$ cat src/pwsc_pkg.sv
// ----------------------------------------------------------------------------
// pwsc_pkg: shared types and constants of the pulse-width sound command sender
// Holds the item encoding, register indexes, timer sizing and the clamp helper.
// ----------------------------------------------------------------------------
package pwsc_pkg;

	// timer sizing; a duration register wider than the timer saturates
	localparam int TIMER_BITS = 16;
	localparam int CFG_W      = 16;
	localparam int CFG_IDX_W  = 2;
	localparam int CMP_W      = (TIMER_BITS > CFG_W) ? TIMER_BITS : CFG_W;

	localparam logic [TIMER_BITS-1:0] TIMER_MAX = '1;

	// depth of the queue between front and back
	localparam int QUEUE_DEPTH = 2;
	localparam int QPTR_W      = (QUEUE_DEPTH > 1) ? $clog2(QUEUE_DEPTH) : 1;
	localparam int QCNT_W      = $clog2(QUEUE_DEPTH + 1);

	// operation codes on the input port
	localparam logic [1:0] OP_TICK = 2'd0;
	localparam logic [1:0] OP_SEND = 2'd1;
	localparam logic [1:0] OP_PLAY = 2'd2;

	// register indexes on the write port
	localparam logic [CFG_IDX_W-1:0] REG_START_LOW = 2'd0;
	localparam logic [CFG_IDX_W-1:0] REG_SHORT     = 2'd1;
	localparam logic [CFG_IDX_W-1:0] REG_LONG      = 2'd2;
	localparam logic [CFG_IDX_W-1:0] REG_GAP       = 2'd3;

	// register values after reset
	localparam logic [CFG_W-1:0] RST_START_LOW = 16'd40000;
	localparam logic [CFG_W-1:0] RST_SHORT     = 16'd1600;
	localparam logic [CFG_W-1:0] RST_LONG      = 16'd3200;
	localparam logic [CFG_W-1:0] RST_GAP       = 16'd3200;

	// byte sent ahead of every sound index
	localparam logic [7:0] STOP_BYTE = 8'hFE;

	// command class decided by the front
	typedef enum logic [1:0] {
		CMD_TICK,
		CMD_SEND,
		CMD_PLAY
	} cmd_t;

	// one classified tick on its way to the back
	typedef struct packed {
		cmd_t       cmd;
		logic [7:0] payload;
		logic       not_busy_level;
	} item_t;

	// map a duration register to a timer load: zero counts as one tick,
	// values beyond the timer range saturate
	function automatic logic [TIMER_BITS-1:0] clamp_dur(input logic [CFG_W-1:0] d);
		logic [CMP_W-1:0] dx;
		dx = CMP_W'(d);
		if (dx == '0)
			dx = CMP_W'(1);
		if (dx > CMP_W'(TIMER_MAX))
			dx = CMP_W'(TIMER_MAX);
		return TIMER_BITS'(dx);
	endfunction

endpackage

$ cat src/pulse_width_serial_sound_command_tx.sv
// ----------------------------------------------------------------------------
// pulse_width_serial_sound_command_tx: pulse-width one-wire command sender
// Sends command and sound bytes to a player chip, one tick per transaction.
//
// Channel   Direction  Handshake            Contents
// input     in         push / full          operation, payload, not_busy_level
// result    out        empty / pop          line_level, busy_status, sending,
//                                           command_accepted
// config    in         write_enable         write_index, write_data
//
// One transaction in, one result out, one per clock in steady state while results are popped.
// The path runs from the front register into the queue and from the queue into the result register.
// Reset clears the queue and loads the duration registers with their defaults.
// A held result stalls the engine; the queue then fills and raises full.
// ----------------------------------------------------------------------------
module pulse_width_serial_sound_command_tx
	import pwsc_pkg::*;
(
	input  logic                 clk,
	input  logic                 arst_n,
	input  logic                 push,
	output logic                 full,
	input  logic [1:0]           operation,
	input  logic [7:0]           payload,
	input  logic                 not_busy_level,
	output logic                 empty,
	input  logic                 pop,
	output logic                 line_level,
	output logic                 busy_status,
	output logic                 sending,
	output logic                 command_accepted,
	input  logic                 write_enable,
	input  logic [CFG_IDX_W-1:0] write_index,
	input  logic [CFG_W-1:0]     write_data
);

	logic  fq_push;
	item_t fq_item;
	logic  fq_full;
	logic  bq_rd;
	item_t bq_item;
	logic  bq_valid;

	// classify incoming transactions
	pwsc_front u_front (
		.clk            (clk),
		.arst_n         (arst_n),
		.push           (push),
		.full           (full),
		.operation      (operation),
		.payload        (payload),
		.not_busy_level (not_busy_level),
		.q_push         (fq_push),
		.q_item         (fq_item),
		.q_full         (fq_full)
	);

	// buffer classified ticks
	pwsc_queue u_queue (
		.clk     (clk),
		.arst_n  (arst_n),
		.wr      (fq_push),
		.wr_item (fq_item),
		.q_full  (fq_full),
		.rd      (bq_rd),
		.rd_item (bq_item),
		.q_valid (bq_valid)
	);

	// run the frame engine
	pwsc_back u_back (
		.clk              (clk),
		.arst_n           (arst_n),
		.write_enable     (write_enable),
		.write_index      (write_index),
		.write_data       (write_data),
		.q_valid          (bq_valid),
		.q_item           (bq_item),
		.q_rd             (bq_rd),
		.empty            (empty),
		.pop              (pop),
		.line_level       (line_level),
		.busy_status      (busy_status),
		.sending          (sending),
		.command_accepted (command_accepted)
	);

endmodule

$ cat src/pwsc_front.sv
// ----------------------------------------------------------------------------
// pwsc_front: input stage
// Takes one tick per transaction, classifies its operation and hands it on.
// ----------------------------------------------------------------------------
module pwsc_front
	import pwsc_pkg::*;
(
	input  logic       clk,
	input  logic       arst_n,
	input  logic       push,
	output logic       full,
	input  logic [1:0] operation,
	input  logic [7:0] payload,
	input  logic       not_busy_level,
	output logic       q_push,
	output item_t      q_item,
	input  logic       q_full
);

	logic  valid_s1;
	item_t item_s1;
	logic  take;
	cmd_t  cmd;

	// classify the operation; unknown codes act as a plain tick
	always_comb begin
		unique case (operation)
			OP_SEND: cmd = CMD_SEND;
			OP_PLAY: cmd = CMD_PLAY;
			default: cmd = CMD_TICK;
		endcase
	end

	// stall only when the stage holds an item the queue cannot take
	assign q_push = valid_s1 && !q_full;
	assign full   = valid_s1 && q_full;
	assign take   = push && !full;
	assign q_item = item_s1;

	// hold or advance the stage register
	always_ff @(posedge clk or negedge arst_n) begin
		if (!arst_n) begin
			valid_s1 <= 1'b0;
		end else if (take) begin
			valid_s1 <= 1'b1;
		end else if (q_push) begin
			valid_s1 <= 1'b0;
		end
	end

	always_ff @(posedge clk) begin
		if (take) begin
			item_s1.cmd            <= cmd;
			item_s1.payload        <= payload;
			item_s1.not_busy_level <= not_busy_level;
		end
	end

endmodule

$ cat src/pwsc_queue.sv
// ----------------------------------------------------------------------------
// pwsc_queue: short item queue
// Decouples the front from the back so each side can stall on its own.
// ----------------------------------------------------------------------------
module pwsc_queue
	import pwsc_pkg::*;
(
	input  logic  clk,
	input  logic  arst_n,
	input  logic  wr,
	input  item_t wr_item,
	output logic  q_full,
	input  logic  rd,
	output item_t rd_item,
	output logic  q_valid
);

	item_t             slot_q [QUEUE_DEPTH];
	logic [QPTR_W-1:0] wr_ptr_q;
	logic [QPTR_W-1:0] rd_ptr_q;
	logic [QCNT_W-1:0] count_q;
	logic              do_wr;
	logic              do_rd;

	assign q_full  = (count_q == QCNT_W'(QUEUE_DEPTH));
	assign q_valid = (count_q != '0);
	assign rd_item = slot_q[rd_ptr_q];
	assign do_wr   = wr && !q_full;
	assign do_rd   = rd && q_valid;

	// advance pointers and fill count
	always_ff @(posedge clk or negedge arst_n) begin
		if (!arst_n) begin
			wr_ptr_q <= '0;
			rd_ptr_q <= '0;
			count_q  <= '0;
		end else begin
			if (do_wr) begin
				wr_ptr_q <= (wr_ptr_q == QPTR_W'(QUEUE_DEPTH - 1)) ? '0 : wr_ptr_q + 1'b1;
			end
			if (do_rd) begin
				rd_ptr_q <= (rd_ptr_q == QPTR_W'(QUEUE_DEPTH - 1)) ? '0 : rd_ptr_q + 1'b1;
			end
			if (do_wr && !do_rd) begin
				count_q <= count_q + 1'b1;
			end else if (do_rd && !do_wr) begin
				count_q <= count_q - 1'b1;
			end
		end
	end

	// store the incoming item
	always_ff @(posedge clk) begin
		if (do_wr) begin
			slot_q[wr_ptr_q] <= wr_item;
		end
	end

endmodule

$ cat src/pwsc_back.sv
// ----------------------------------------------------------------------------
// pwsc_back: frame engine
// Runs the start, bit-cell and gap timing of each frame, tracks busy status
// and holds the result register.
// ----------------------------------------------------------------------------
module pwsc_back
	import pwsc_pkg::*;
(
	input  logic                 clk,
	input  logic                 arst_n,
	input  logic                 write_enable,
	input  logic [CFG_IDX_W-1:0] write_index,
	input  logic [CFG_W-1:0]     write_data,
	input  logic                 q_valid,
	input  item_t                q_item,
	output logic                 q_rd,
	output logic                 empty,
	input  logic                 pop,
	output logic                 line_level,
	output logic                 busy_status,
	output logic                 sending,
	output logic                 command_accepted
);

	typedef enum logic [2:0] {
		PH_IDLE,
		PH_START,
		PH_HIGH,
		PH_LOW,
		PH_GAP
	} phase_t;

	// duration registers
	logic [CFG_W-1:0] start_low_q;
	logic [CFG_W-1:0] short_q;
	logic [CFG_W-1:0] long_q;
	logic [CFG_W-1:0] gap_q;

	// frame state
	phase_t                phase_q,   phase_n;
	logic [TIMER_BITS-1:0] timer_q,   timer_n;
	logic [7:0]            shift_q,   shift_n;
	logic [2:0]            bit_q,     bit_n;
	logic [7:0]            pend_q,    pend_n;
	logic                  pend_vld_q, pend_vld_n;
	logic                  arm_q,     arm_n;
	logic                  wfs_q,     wfs_n;

	// result register
	logic out_valid_q;
	logic line_n, busy_n, sending_n, accepted_n;
	logic step;

	// run one tick whenever one is queued and the result slot frees up
	assign step  = q_valid && (!out_valid_q || pop);
	assign q_rd  = step;
	assign empty = !out_valid_q;

	// next state of one tick
	always_comb begin
		phase_n    = phase_q;
		timer_n    = timer_q;
		shift_n    = shift_q;
		bit_n      = bit_q;
		pend_n     = pend_q;
		pend_vld_n = pend_vld_q;
		arm_n      = arm_q;
		wfs_n      = wfs_q;
		accepted_n = 1'b0;
		sending_n  = 1'b0;
		line_n     = 1'b1;

		// busy status from the state ahead of this tick
		if (wfs_q && q_item.not_busy_level) begin
			busy_n = 1'b1;
		end else if (!q_item.not_busy_level) begin
			busy_n = 1'b1;
			wfs_n  = 1'b0;
		end else begin
			busy_n = 1'b0;
		end

		// take a command only while idle
		if (phase_q == PH_IDLE && q_item.cmd != CMD_TICK) begin
			accepted_n = 1'b1;
			bit_n      = '0;
			phase_n    = PH_START;
			timer_n    = clamp_dur(start_low_q);
			if (q_item.cmd == CMD_SEND) begin
				shift_n = q_item.payload;
			end else begin
				shift_n    = STOP_BYTE;
				wfs_n      = 1'b0;
				pend_n     = q_item.payload;
				pend_vld_n = 1'b1;
				arm_n      = 1'b1;
			end
		end

		// drive the line and advance the frame timer
		if (phase_n != PH_IDLE) begin
			sending_n = 1'b1;
			line_n    = !(phase_n == PH_START || phase_n == PH_LOW);
			if (timer_n != '0)
				timer_n = timer_n - 1'b1;
			if (timer_n == '0) begin
				unique case (phase_n)
					PH_START: begin
						phase_n = PH_HIGH;
						timer_n = clamp_dur(shift_n[bit_n] ? long_q : short_q);
					end
					PH_HIGH: begin
						phase_n = PH_LOW;
						timer_n = clamp_dur(shift_n[bit_n] ? short_q : long_q);
					end
					PH_LOW: begin
						if (bit_n == 3'd7) begin
							phase_n = PH_GAP;
							timer_n = clamp_dur(gap_q);
						end else begin
							bit_n   = bit_n + 1'b1;
							phase_n = PH_HIGH;
							timer_n = clamp_dur(shift_n[bit_n] ? long_q : short_q);
						end
					end
					default: begin
						if (pend_vld_n) begin
							pend_vld_n = 1'b0;
							shift_n    = pend_n;
							bit_n      = '0;
							phase_n    = PH_START;
							timer_n    = clamp_dur(start_low_q);
						end else begin
							phase_n = PH_IDLE;
							timer_n = '0;
							if (arm_n) begin
								wfs_n = 1'b1;
								arm_n = 1'b0;
							end
						end
					end
				endcase
			end
		end
	end

	// hold state, result register and duration registers
	always_ff @(posedge clk or negedge arst_n) begin
		if (!arst_n) begin
			start_low_q      <= RST_START_LOW;
			short_q          <= RST_SHORT;
			long_q           <= RST_LONG;
			gap_q            <= RST_GAP;
			phase_q          <= PH_IDLE;
			timer_q          <= '0;
			shift_q          <= '0;
			bit_q            <= '0;
			pend_q           <= '0;
			pend_vld_q       <= 1'b0;
			arm_q            <= 1'b0;
			wfs_q            <= 1'b0;
			out_valid_q      <= 1'b0;
			line_level       <= 1'b1;
			busy_status      <= 1'b0;
			sending          <= 1'b0;
			command_accepted <= 1'b0;
		end else begin
			if (write_enable) begin
				unique case (write_index)
					REG_START_LOW: start_low_q <= write_data;
					REG_SHORT:     short_q     <= write_data;
					REG_LONG:      long_q      <= write_data;
					REG_GAP:       gap_q       <= write_data;
					default:       ;
				endcase
			end
			if (step) begin
				phase_q          <= phase_n;
				timer_q          <= timer_n;
				shift_q          <= shift_n;
				bit_q            <= bit_n;
				pend_q           <= pend_n;
				pend_vld_q       <= pend_vld_n;
				arm_q            <= arm_n;
				wfs_q            <= wfs_n;
				out_valid_q      <= 1'b1;
				line_level       <= line_n;
				busy_status      <= busy_n;
				sending          <= sending_n;
				command_accepted <= accepted_n;
			end else if (pop) begin
				out_valid_q <= 1'b0;
			end
		end
	end

endmodule

$ cat config.mk
export PLATFORM = sky130hd
export DESIGN_NAME = pulse_width_serial_sound_command_tx
export DESIGN_NICKNAME = d
export VERILOG_FILES = /design/src/pwsc_pkg.sv /design/src/pulse_width_serial_sound_command_tx.sv /design/src/pwsc_front.sv /design/src/pwsc_queue.sv /design/src/pwsc_back.sv
export SDC_FILE = /design/constraint.sdc
export NUM_CORES = 1
export LEC_CHECK = 0
export BUFFER_PORTS_ARGS = -buffer_cell sky130_fd_sc_hd__buf_2
export CORE_MARGIN = 4
export CORE_UTILIZATION = 44
export CTS_CLUSTER_SIZE = 14
export DETAILED_ROUTE_END_ITERATION = 6
export GPL_TIMING_DRIVEN = 0
export PLACE_DENSITY = 0.66
export SETUP_SLACK_MARGIN = 0.05
export SYNTH_ARGS = -nofsm -noshare
export SYNTH_HDL_FRONTEND = slang
export SYNTH_SLANG_ARGS = --single-unit
$ cat constraint.sdc
create_clock -name clk -period 5.6 [get_ports clk]
set_input_delay 1.12 -clock clk [delete_from_list [all_inputs] [get_ports clk]]
set_output_delay 1.12 -clock clk [all_outputs]
set_load 0.01 [all_outputs]
==> results of run 1 <==
how the worst min path moves through the flow:
stage	startpoint	endpoint	slack [ns]	depth (start not counted)
finish	u_front.q_item[10]	u_queue.slot_q[0][10]	0.45	0
global route	u_front.q_item[10]	u_queue.slot_q[0][10]	0.47	0
CTS	u_front.q_item[10]	u_queue.slot_q[0][10]	0.45	0
detailed placement	u_front.q_item[10]	u_queue.slot_q[0][10]	0.44	0
global placement	u_front.q_item[4]	u_queue.slot_q[1][4]	0.43	0
floorplan	u_front.q_item[0]	u_queue.slot_q[0][0]	0.42	0
cell usage in the layout, fill, tap and decap left out, types with 10 or more instances in the layout:
master     count
dfrtp_1      100
mux2_2        68
nand2_1       57
nor2_1        52
buf_2         44
o21ai_0       37
edfxtp_1      33
mux2i_1       31
a21oi_1       28
clkbuf_1      26
nor4_1        25
nor3_1        19
clkbuf_16     17
dfstp_2       15
nand3_1       13
o31ai_1       13
or3_1         10
inv_1         10
xnor2_1       10
a222oi_1      10
final cells by class:
cell class                      count  area, um^2
Timing Repair Buffer               44         256
Inverter                           11        41.3
Clock buffer                       17         425
Tap cell                          225         282
Clock inverter                     15         185
Sequential cell                   148        3890
Buffer                             39         175
Fill cell                        1590        8400
Multi-Input combinational cell    529        3880
per-layer routing:
| metal | up-vias | track usage, % | wire, um |
|---|---|---|---|
| met5 | - | 0 | 0 |
| met4 | 0 | 10.6 | 848 |
| met3 | 78 | 5.85 | 2140 |
| met2 | 352 | 34.4 | 10300 |
| met1 | 3201 | 32.5 | 9880 |
| li1 | 2896 | - | - |
cell families after synthesis:
kind of cell | after synthesis | synth area share [%]
AO/OA/AOI/OAI | 162 | 14.3
XOR/XNOR | 14 | 1.63
adder cells (fa/ha/maj) | 4 | 0.628
buffers and inverters | 51 | 2.73
flip-flops | 148 | 48.8
multiplexers | 106 | 15.2
AND/OR/NAND/NOR | 243 | 16.7
registers in the layout, summed over array words and instances, names as in the netlist, 2 cells and up:
signal              flops
u_queue.slot_q         22
u_back.gap_q           16
u_back.long_q          16
u_back.short_q         16
u_back.start_low_q     16
u_back.timer_q         16
u_front.q_item         11
u_back.pend_q           8
u_back.shift_q          8
u_back.bit_q            3
u_back.phase_q          3
u_queue.count_q         2
report_power, final:
| part | switching [mW] | total (mW) | internal, mW |
|---|---|---|---|
| Clock | 0.546 | 1.19 | 0.643 |
| Sequential | 0.285 | 1.72 | 1.43 |
| Combinational | 0.950 | 1.58 | 0.631 |
| Total | 1.78 | 4.48 | 2.70 |
per-stage QoR:
| step | std cells | hold slack (ns) | cell area, um^2 |
|---|---|---|---|
| 2_1_floorplan | 728 | 0.421 | 7970 |
| 4_1_cts | 1025 | 0.453 | 9090 |
| 3_5_place_dp | 993 | 0.436 | 8480 |
| 5_1_grt | 1028 | 0.466 | 9140 |
| 3_3_place_gp | 992 | 0.425 | 8440 |
| 6_report | 1028 | 0.451 | 9140 |
timing repair:
action                                  in CTS  in global routing
endpoints found under the setup margin       3                 23
pin swaps                                    0                  3
buffers inserted                             0                  3
cloned                                       0                  0
gates resized for setup                      1                  6
==> results.ini, run 1 <==
[global_route]
groute.usage.overall_pct=23.3
antenna_found_initial=0
grt_overflow=0
grt_max_degree=69
grt_pass1_wl_um=36400
grt_pass1_vias=6513

[worst_setup_path]
cp.required_ns=5.93
cp.arrival_ns=5.63
crit_path_end=u_back.shift_q[0]
regToRegStartpoint=u_queue.rd_ptr_q
cpPeakStageDelay_ns=0.59
path_cells=buf_4 -> or3_1 -> buf_2 -> nand3_4 -> buf_4 -> mux2i_2 -> ha_2 -> or4b_4 -> or4_4 -> nor3_4 -> nor2_4 -> xnor2_1 -> nor3_2 -> nand4b_4 -> or3_1 -> buf_2 -> a311o_1
reg2reg_slack_ns=0.30
cp_slowest_cell=or4_4
path_max_fanout=10
cp_num_cells=17
r2r_cells=17
reg2reg_to=u_back.shift_q[0]
end_kind=register
crit_family=simple AND/OR/NAND/NOR gates
critPathBufInv=4
path_class=reg -> reg
startpoint_type=register
crit_start=u_queue.rd_ptr_q

[timing]
worst_slack_ns=0.297
fmax_mhz=189
period_share_pct=94.7
final_hold_viol_count=0
relSlewSlack_pct=23.3
rsz0062_at_grt=false
skew_ns=0.0192
tns_ns=0
finalMaxSlewViolations=0
min_period_ns=5.30
finalSetupViolCount=0
worst_pin_slew_ns=1.14

[clock_network]
clk_pin_slew_ns=0.07
h-tree-depth=4
clock_tree.root_cell=clkbuf_16
cts_sinks=148
cts_tree=built
ctsHoldBuffers=0
clock_path_buffers=2
clk_latency_ns=0.45
numCtsBuffers=17

[synthesis]
ys_types=80
avgSynthCellArea_um2=10.9
synthTopCellsByArea=dfrtp_1 (31%), edfxtp_1 (12%), mux2_2 (9.6%)
syn-num-nets=766
yosysTopAreaCellShare_pct=31.4
synth_most_common_cell=dfrtp_1
synth_edf_count=33
synthArstFlopShare_pct=77.7
ys_seq_elements=148
synth-seq-area-share_pct=48.8
synth_ff_type=dfrtp_1
synth_warnings=0
yosys-top-cells-count=dfrtp_1 (100), mux2_2 (68), nand2_1 (57)
yosysTopAreaCell=dfrtp_1
syn-cell-area_mm2=0.00797
synthCells=728

[status]
status=finished, final reports clean

[power]
finalPower_mw=4.48
leakagePower_nw=3.68
powerDensity_mw_per_mm2=491
peakVddDrop_mv=0.301

[routing]
viasPerCell=6.35
vias=6527
drc=0
drt_wl_total_um=23200
dr.pass1.iters=7
drtIter0Drc=811
wl_per_cell_um=22.5
route.antenna.remaining_nets=0

[place]
post-place-ws_ns=0.0486
io_buffers=39
gp_congestion=0.992
dp_hpwl_um=16800

[die]
dieWidth_um=143
die_h_um=143
dieArea_mm2=0.0203
initial_core_util_pct=45.4
num_rows=48
ios=40
core_mm2=0.0175

[final_layout]
n_antenna_cell=0
final_core_util_pct=52.1
fin_nets=828
drive_gt1_share_pct=24.4
area.growth.synth_to_final_pct=14.7

[job]
drv_cap=0

[min_path]
holdCritPathClass=reg -> reg

Power figures use the tool's default switching activity.
==> run 2, diff against run 1 <==
- PLACE_DENSITY: 0.66 -> 0.63
==> run 2 against run 1 <==
The run now ends with DRC left; register-to-register slack worse by 0.12 ns; critical endpoint is now u_back.shift_q[1]; sequential power hardly changed; setup slack worse by 0.12 ns; maximum frequency is 2.2% lower; die area stayed put; clock power is 4% lower; clock skew is 0.0079 ns lower; combinational power hardly changed; worst hold slack worse by 0.0041 ns; sequential share of layout area is 0.12 points higher; wire length is 0.54% lower; core utilization is 0.14 points lower.
==> results.ini, run 2 (synthesis gave the netlist of run 1 again) <==
[status]
status=finished, violations left
failed_checks=DRC

[place]
io_buffers=39  ; unchanged
dp_hpwl_um=16800  ; +0.40%
placed_cells=993  ; unchanged
gp_congestion=0.957  ; -3.5%
placedInstanceArea_mm2=0.00848  ; unchanged

[die]
dieWidth_um=143  ; unchanged
num_rows=48  ; unchanged
die_h_um=143  ; unchanged
dieArea_mm2=0.0203  ; unchanged
initial_core_util_pct=45.4  ; unchanged
core_mm2=0.0175  ; unchanged
ios=40  ; unchanged

[final_layout]
largest_register=u_queue.slot_q
final_area_mm2=0.00911  ; -0.27%
drive_gt1_share_pct=24.3  ; -0.16 points
fin_nets=825  ; -0.36%
n_antenna_cell=0  ; unchanged
final_common_cell=dfrtp_1
stdcell_count=1025  ; -0.29%
area.growth.synth_to_final_pct=14.4
mostFrequentLayoutCells=dfrtp_1 (100), mux2_2 (68), nand2_1 (57)
largest_reg_flops=22  ; unchanged

[routing]
vias=6508  ; -0.29%
drc=4  ; +4
drtIter0Drc=783  ; -3.5%
dr.pass1.iters=7  ; unchanged
drt_wl_total_um=23000  ; -0.54%
wl_per_cell_um=22.5  ; -0.25%
route.antenna.remaining_nets=0  ; unchanged
viasPerCell=6.35  ; about the same

[power]
clockPowerShare_pct=25.8  ; -0.7 points
netSwitchingFraction_pct=39.8  ; +0.12 points
finalPower_mw=4.43  ; -1.3%
peakVddDrop_mv=0.295  ; -2.3%
p_int_mw=2.66  ; -1.5%
p_switching_mw=1.76  ; -1.0%
combinationalPowerShare_pct=35.5  ; +0.3 points
leakagePower_nw=3.67  ; -0.26%
p_seq_share_pct=38.8  ; +0.5 points
powerDensity_mw_per_mm2=486  ; -1.0%

[clock_network]
clk_pin_slew_ns=0.07  ; about the same
clock_tree.root_cell=clkbuf_16
cts_tree=built
cts_sinks=148  ; unchanged
clk_latency_ns=0.43  ; -0.02 ns
h-tree-depth=4  ; unchanged
numCtsBuffers=17  ; unchanged
clock_path_buffers=2  ; unchanged

[timing]
fmax_mhz=184  ; -2.2%
period_share_pct=96.8  ; +2.2 points
min_period_ns=5.42  ; +0.121 ns
relSlewSlack_pct=18.4  ; -4.9 points
finalSetupViolCount=0  ; unchanged
tns_ns=0  ; unchanged
final_hold_viol_count=0  ; unchanged
worst_pin_slew_ns=1.21  ; +0.0725 ns
skew_ns=0.0113  ; -0.00790 ns
finalMaxSlewViolations=0  ; unchanged
rsz0062_at_grt=true

[worst_setup_path]
r2r_cells=16  ; -1
cp.arrival_ns=5.77  ; +0.14 ns
cp.required_ns=5.94  ; about the same
crit_path_end=u_back.shift_q[1]
path_max_fanout=10  ; unchanged
regToRegStartpoint=u_queue.rd_ptr_q
reg2reg_slack_ns=0.18  ; -0.12 ns
startpoint_type=register
crit_start=u_queue.rd_ptr_q
reg2reg_to=u_back.shift_q[1]
path_class=reg -> reg
end_kind=register

[global_route]
grt_pass1_vias=6287  ; -3.5%
groute.usage.overall_pct=22.8  ; -0.48 points
grt_max_degree=73  ; +5.8%
grt_overflow=0  ; unchanged
grt_pass1_wl_um=35700  ; -1.8%
antenna_found_initial=0  ; unchanged

[min_path]
holdCritPathClass=reg -> reg

[job]
drv_cap=0  ; unchanged

## run 2: layout make-up
type / count / area [um^2]
plain buffers: 39 / 173
inverters: 11 / 41.3
well taps: 225 / 282
repair buffers: 41 / 236
clock buffers: 17 / 425
multi-input cells: 529 / 3880
flip-flops and latches: 148 / 3890
clock inverters: 15 / 181
fillers: 1571 / 8430
## run 2: critical path: stages, from the launching register on
cell       delay, ns
dfrtp_1         0.36
buf_4           0.16
or3_1           0.37
buf_2           0.18
nand3_4         0.16
buf_2           0.28
mux2i_2         0.31
ha_1            0.32
or4b_4          0.53
or4_4           0.59
o31a_1          0.26
nor3_1          0.13
a21oi_1         0.13
a2111oi_0       0.53
nand3_1         0.33
nor4_2          0.47
mux2i_1         0.23
## run 2: power by group through the flow
stage                     Sequential, mW  Combinational (mW)  Clock (mW)
final                               1.72                1.57        1.14
after global routing                1.74                1.71        1.21
after CTS                           1.69                1.54        1.16
after floorplan                     1.61                1.13           0
after global placement              1.70                1.50           0
after detailed placement            1.71                1.53           0
## run 2: worst min-delay path by stage
| stage | from | endpoint | slack (ns) | cells past startpoint |
|---|---|---|---|---|
| after global routing | u_front.q_item[5] | u_queue.slot_q[1][5] | 0.47 | 0 |
| after floorplan | u_front.q_item[0] | u_queue.slot_q[0][0] | 0.42 | 0 |
| final | u_front.q_item[2] | u_queue.slot_q[1][2] | 0.45 | 0 |
| after CTS | u_front.q_item[2] | u_queue.slot_q[1][2] | 0.45 | 0 |
| after global placement | u_front.q_item[3] | u_queue.slot_q[0][3] | 0.43 | 0 |
| after detailed placement | u_front.q_item[5] | u_queue.slot_q[0][5] | 0.43 | 0 |
## run 2: timing repair
item | in CTS | in global routing
hold buffers | 0 | 0
setup buffers | 1 | 0
gates resized for setup | 1 | 4
setup endpoints to repair | 5 | 24
pin swaps | 1 | 0
## run 2: metal layers
metal | wire length [um] | track usage (%)
met2 | 10400 | 34.3
met3 | 2110 | 6.32
met5 | 0 | 0
met1 | 10000 | 32.2
met4 | 519 | 7.25
## run 2: metrics by stage
step	worst slack, ns	hold WS (ns)	utilization, %
2_1_floorplan	0.798	0.421	-
3_3_place_gp	-0.0665	0.426	48.1
3_5_place_dp	0.00911	0.434	48.3
4_1_cts	0.0509	0.451	51.9
5_1_grt	0.0382	0.465	51.9
6_report	0.177	0.447	51.9
==> run 3, diff against run 2 <==
- CORE_UTILIZATION: 44 -> 35
- PLACE_DENSITY: 0.63 -> 0.53
==> run 3 against run 2 <==
The run now ends clean; maximum frequency up 2.3%; critical path type unchanged; critical endpoint is now u_back.shift_q[7]; core utilization down 10 points; sequential power about the same; final cell count up 5.5%; worst hold slack worse by 0.0027 ns; global-route usage down 4.1 points.
==> results.ini, run 3 (synthesis gave the netlist of run 1 again) <==
[status]
status=finished, final reports clean

[min_path]
holdCritPathClass=reg -> reg
min_delay_path_depth=0  ; unchanged
holdPathEnd=u_queue.slot_q[1][4]
hold_path.startpoint=u_front.q_item[4]

[power]
netSwitchingFraction_pct=39.2  ; -0.63 points
p_seq_share_pct=38.7  ; about the same
p_switching_mw=1.74  ; -1.5%
powerDensity_mw_per_mm2=483  ; -0.56%
p_int_mw=2.69  ; +1.1%
combinationalPowerShare_pct=35.4  ; about the same
leakagePower_nw=3.66  ; -0.16%
finalPower_mw=4.43  ; about the same
clockPowerShare_pct=25.9  ; about the same
peakVddDrop_mv=0.273  ; -7.4%

[routing]
viasPerCell=5.84  ; -8.0%
route.antenna.remaining_nets=0  ; unchanged
drt_wl_total_um=23700  ; +2.7%
drc=0  ; -4
wl_per_cell_um=21.9  ; -2.6%
vias=6314  ; -3.0%
drtIter0Drc=703  ; -10%
dr.pass1.iters=5  ; -2

[final_layout]
fin_nets=826  ; +0.12%
final_core_util_pct=41.5  ; -10 points
n_antenna_cell=0  ; unchanged
multi_input_area_mm2=0.00388  ; about the same
final_area_mm2=0.00917  ; +0.60%
fill_cells=2118  ; +35%
largest_register=u_queue.slot_q
largest_reg_flops=22  ; unchanged
area.growth.synth_to_final_pct=15.0
seq_area_mm2=0.00389  ; unchanged
mostFrequentLayoutCells=dfrtp_1 (100), mux2_2 (68), nand2_1 (57)
stdcell_count=1081  ; +5.5%
final_common_cell=dfrtp_1
drive_gt1_share_pct=24.2  ; -0.030 points

[clock_network]
numCtsBuffers=17  ; unchanged
clk_pin_slew_ns=0.07  ; about the same
h-tree-depth=4  ; unchanged
cts_sinks=148  ; unchanged
cts_tree=built
clock_tree.root_cell=clkbuf_16
clk_latency_ns=0.42  ; about the same
clock_path_buffers=2  ; unchanged

[die]
num_rows=54  ; +13%
initial_core_util_pct=36.1  ; -9.4 points
dieArea_mm2=0.0252  ; +24%
dieWidth_um=159  ; +11%
ios=40  ; unchanged
die_h_um=159  ; +11%
core_mm2=0.0221  ; +26%

[worst_setup_path]
crit_start=u_queue.rd_ptr_q
cp.required_ns=5.95  ; about the same
reg2reg_to=u_back.shift_q[7]
cp.arrival_ns=5.65  ; -0.12 ns
end_kind=register
startpoint_type=register
r2r_cells=16  ; unchanged
path_class=reg -> reg
regToRegStartpoint=u_queue.rd_ptr_q
path_max_fanout=10  ; unchanged
reg2reg_slack_ns=0.30  ; +0.12 ns

[place]
placedInstanceArea_mm2=0.00855  ; +0.81%
dp_hpwl_um=17200  ; +2.4%
placed_cells=1048  ; +5.5%
post-place-ws_ns=-0.0340  ; -0.0431 ns
gp_congestion=0.916  ; -4.3%
io_buffers=39  ; unchanged

[global_route]
antenna_found_initial=0  ; unchanged
grt_pass1_wl_um=37100  ; +3.8%
grt_overflow=0  ; unchanged
grt_max_degree=66  ; -9.6%
grt_pass1_vias=6189  ; -1.6%
groute.usage.overall_pct=18.7  ; -4.1 points

[timing]
worst_slack_ns=0.297  ; +0.121 ns
period_share_pct=94.7  ; -2.2 points
final_hold_viol_count=0  ; unchanged
finalSetupViolCount=0  ; unchanged
tns_ns=0  ; unchanged
relSlewSlack_pct=15.6  ; -2.8 points
fmax_mhz=189  ; +2.3%
min_period_ns=5.30  ; -0.121 ns
rsz0062_at_grt=true
hold_slack_ns=0.445  ; -0.00272 ns
worst_pin_slew_ns=1.26  ; +0.0418 ns
skew_ns=0.00721  ; -0.00413 ns
finalMaxSlewViolations=0  ; unchanged

[job]
drv_cap=0  ; unchanged

run 3: critical path: stages (launching register included):
cell	delay [ns]
dfrtp_1	0.33
buf_4	0.15
or3b_1	0.36
clkbuf_1	0.21
nand3_4	0.19
clkbuf_4	0.26
mux2i_2	0.30
ha_2	0.28
or4b_4	0.50
or4_4	0.59
o31a_1	0.26
nor3_1	0.13
a21oi_1	0.12
a2111oi_0	0.51
nand3_1	0.34
nor4_2	0.45
mux2i_1	0.23
run 3: how the worst max path moves through the flow:
| stage | endpoint | slack [ns] | cells after the start |
|---|---|---|---|
| floorplan | u_back.shift_q[0] | 0.80 | 17 |
| global placement | u_back.phase_q[2] | -0.04 | 16 |
| detailed placement | u_back.phase_q[2] | -0.03 | 16 |
| CTS | u_back.shift_q[0] | 0.16 | 17 |
| global route | u_back.shift_q[1] | 0.04 | 15 |
| finish | u_back.shift_q[7] | 0.30 | 16 |
run 3: metal layers:
layer | global-route usage (%) | vias to the layer above | routed length (um) | share of wire [%]
met1 | 27.3 | 3108 | 11100 | 47
met2 | 28.7 | 264 | 10700 | 45
li1 | - | 2905 | - | -
met3 | 2.98 | 37 | 1460 | 6.2
met4 | 5.60 | 0 | 430 | 1.8
met5 | 0 | - | 0 | 0
run 3: timing repair:
action                     in CTS  in global routing
setup endpoints to repair       2                 14
gates resized for setup         2                  4
pin swaps                       0                  2
setup buffers                   0                  2
hold buffers                    0                  0
run 3: power by group through the flow:
| stage | combinational, mW | clock (mW) | sequential (mW) |
|---|---|---|---|
| 2_1_floorplan | 1.13 | 0 | 1.61 |
| 3_3_place_gp | 1.53 | 0 | 1.72 |
| 3_5_place_dp | 1.54 | 0 | 1.72 |
| 4_1_cts | 1.56 | 1.17 | 1.70 |
| 5_1_grt | 1.72 | 1.22 | 1.75 |
| 6_report | 1.57 | 1.15 | 1.71 |
run 3: layout make-up:
| type | instances | share of cell area (%) |
|---|---|---|
| plain buffers | 39 | 1.91 |
| clock inverters | 15 | 1.75 |
| well taps | 280 | 3.82 |
| multi-input cells | 529 | 42.3 |
| clock buffers | 17 | 4.64 |
| flip-flops and latches | 148 | 42.4 |
| inverters | 11 | 0.451 |
| repair buffers | 42 | 2.66 |
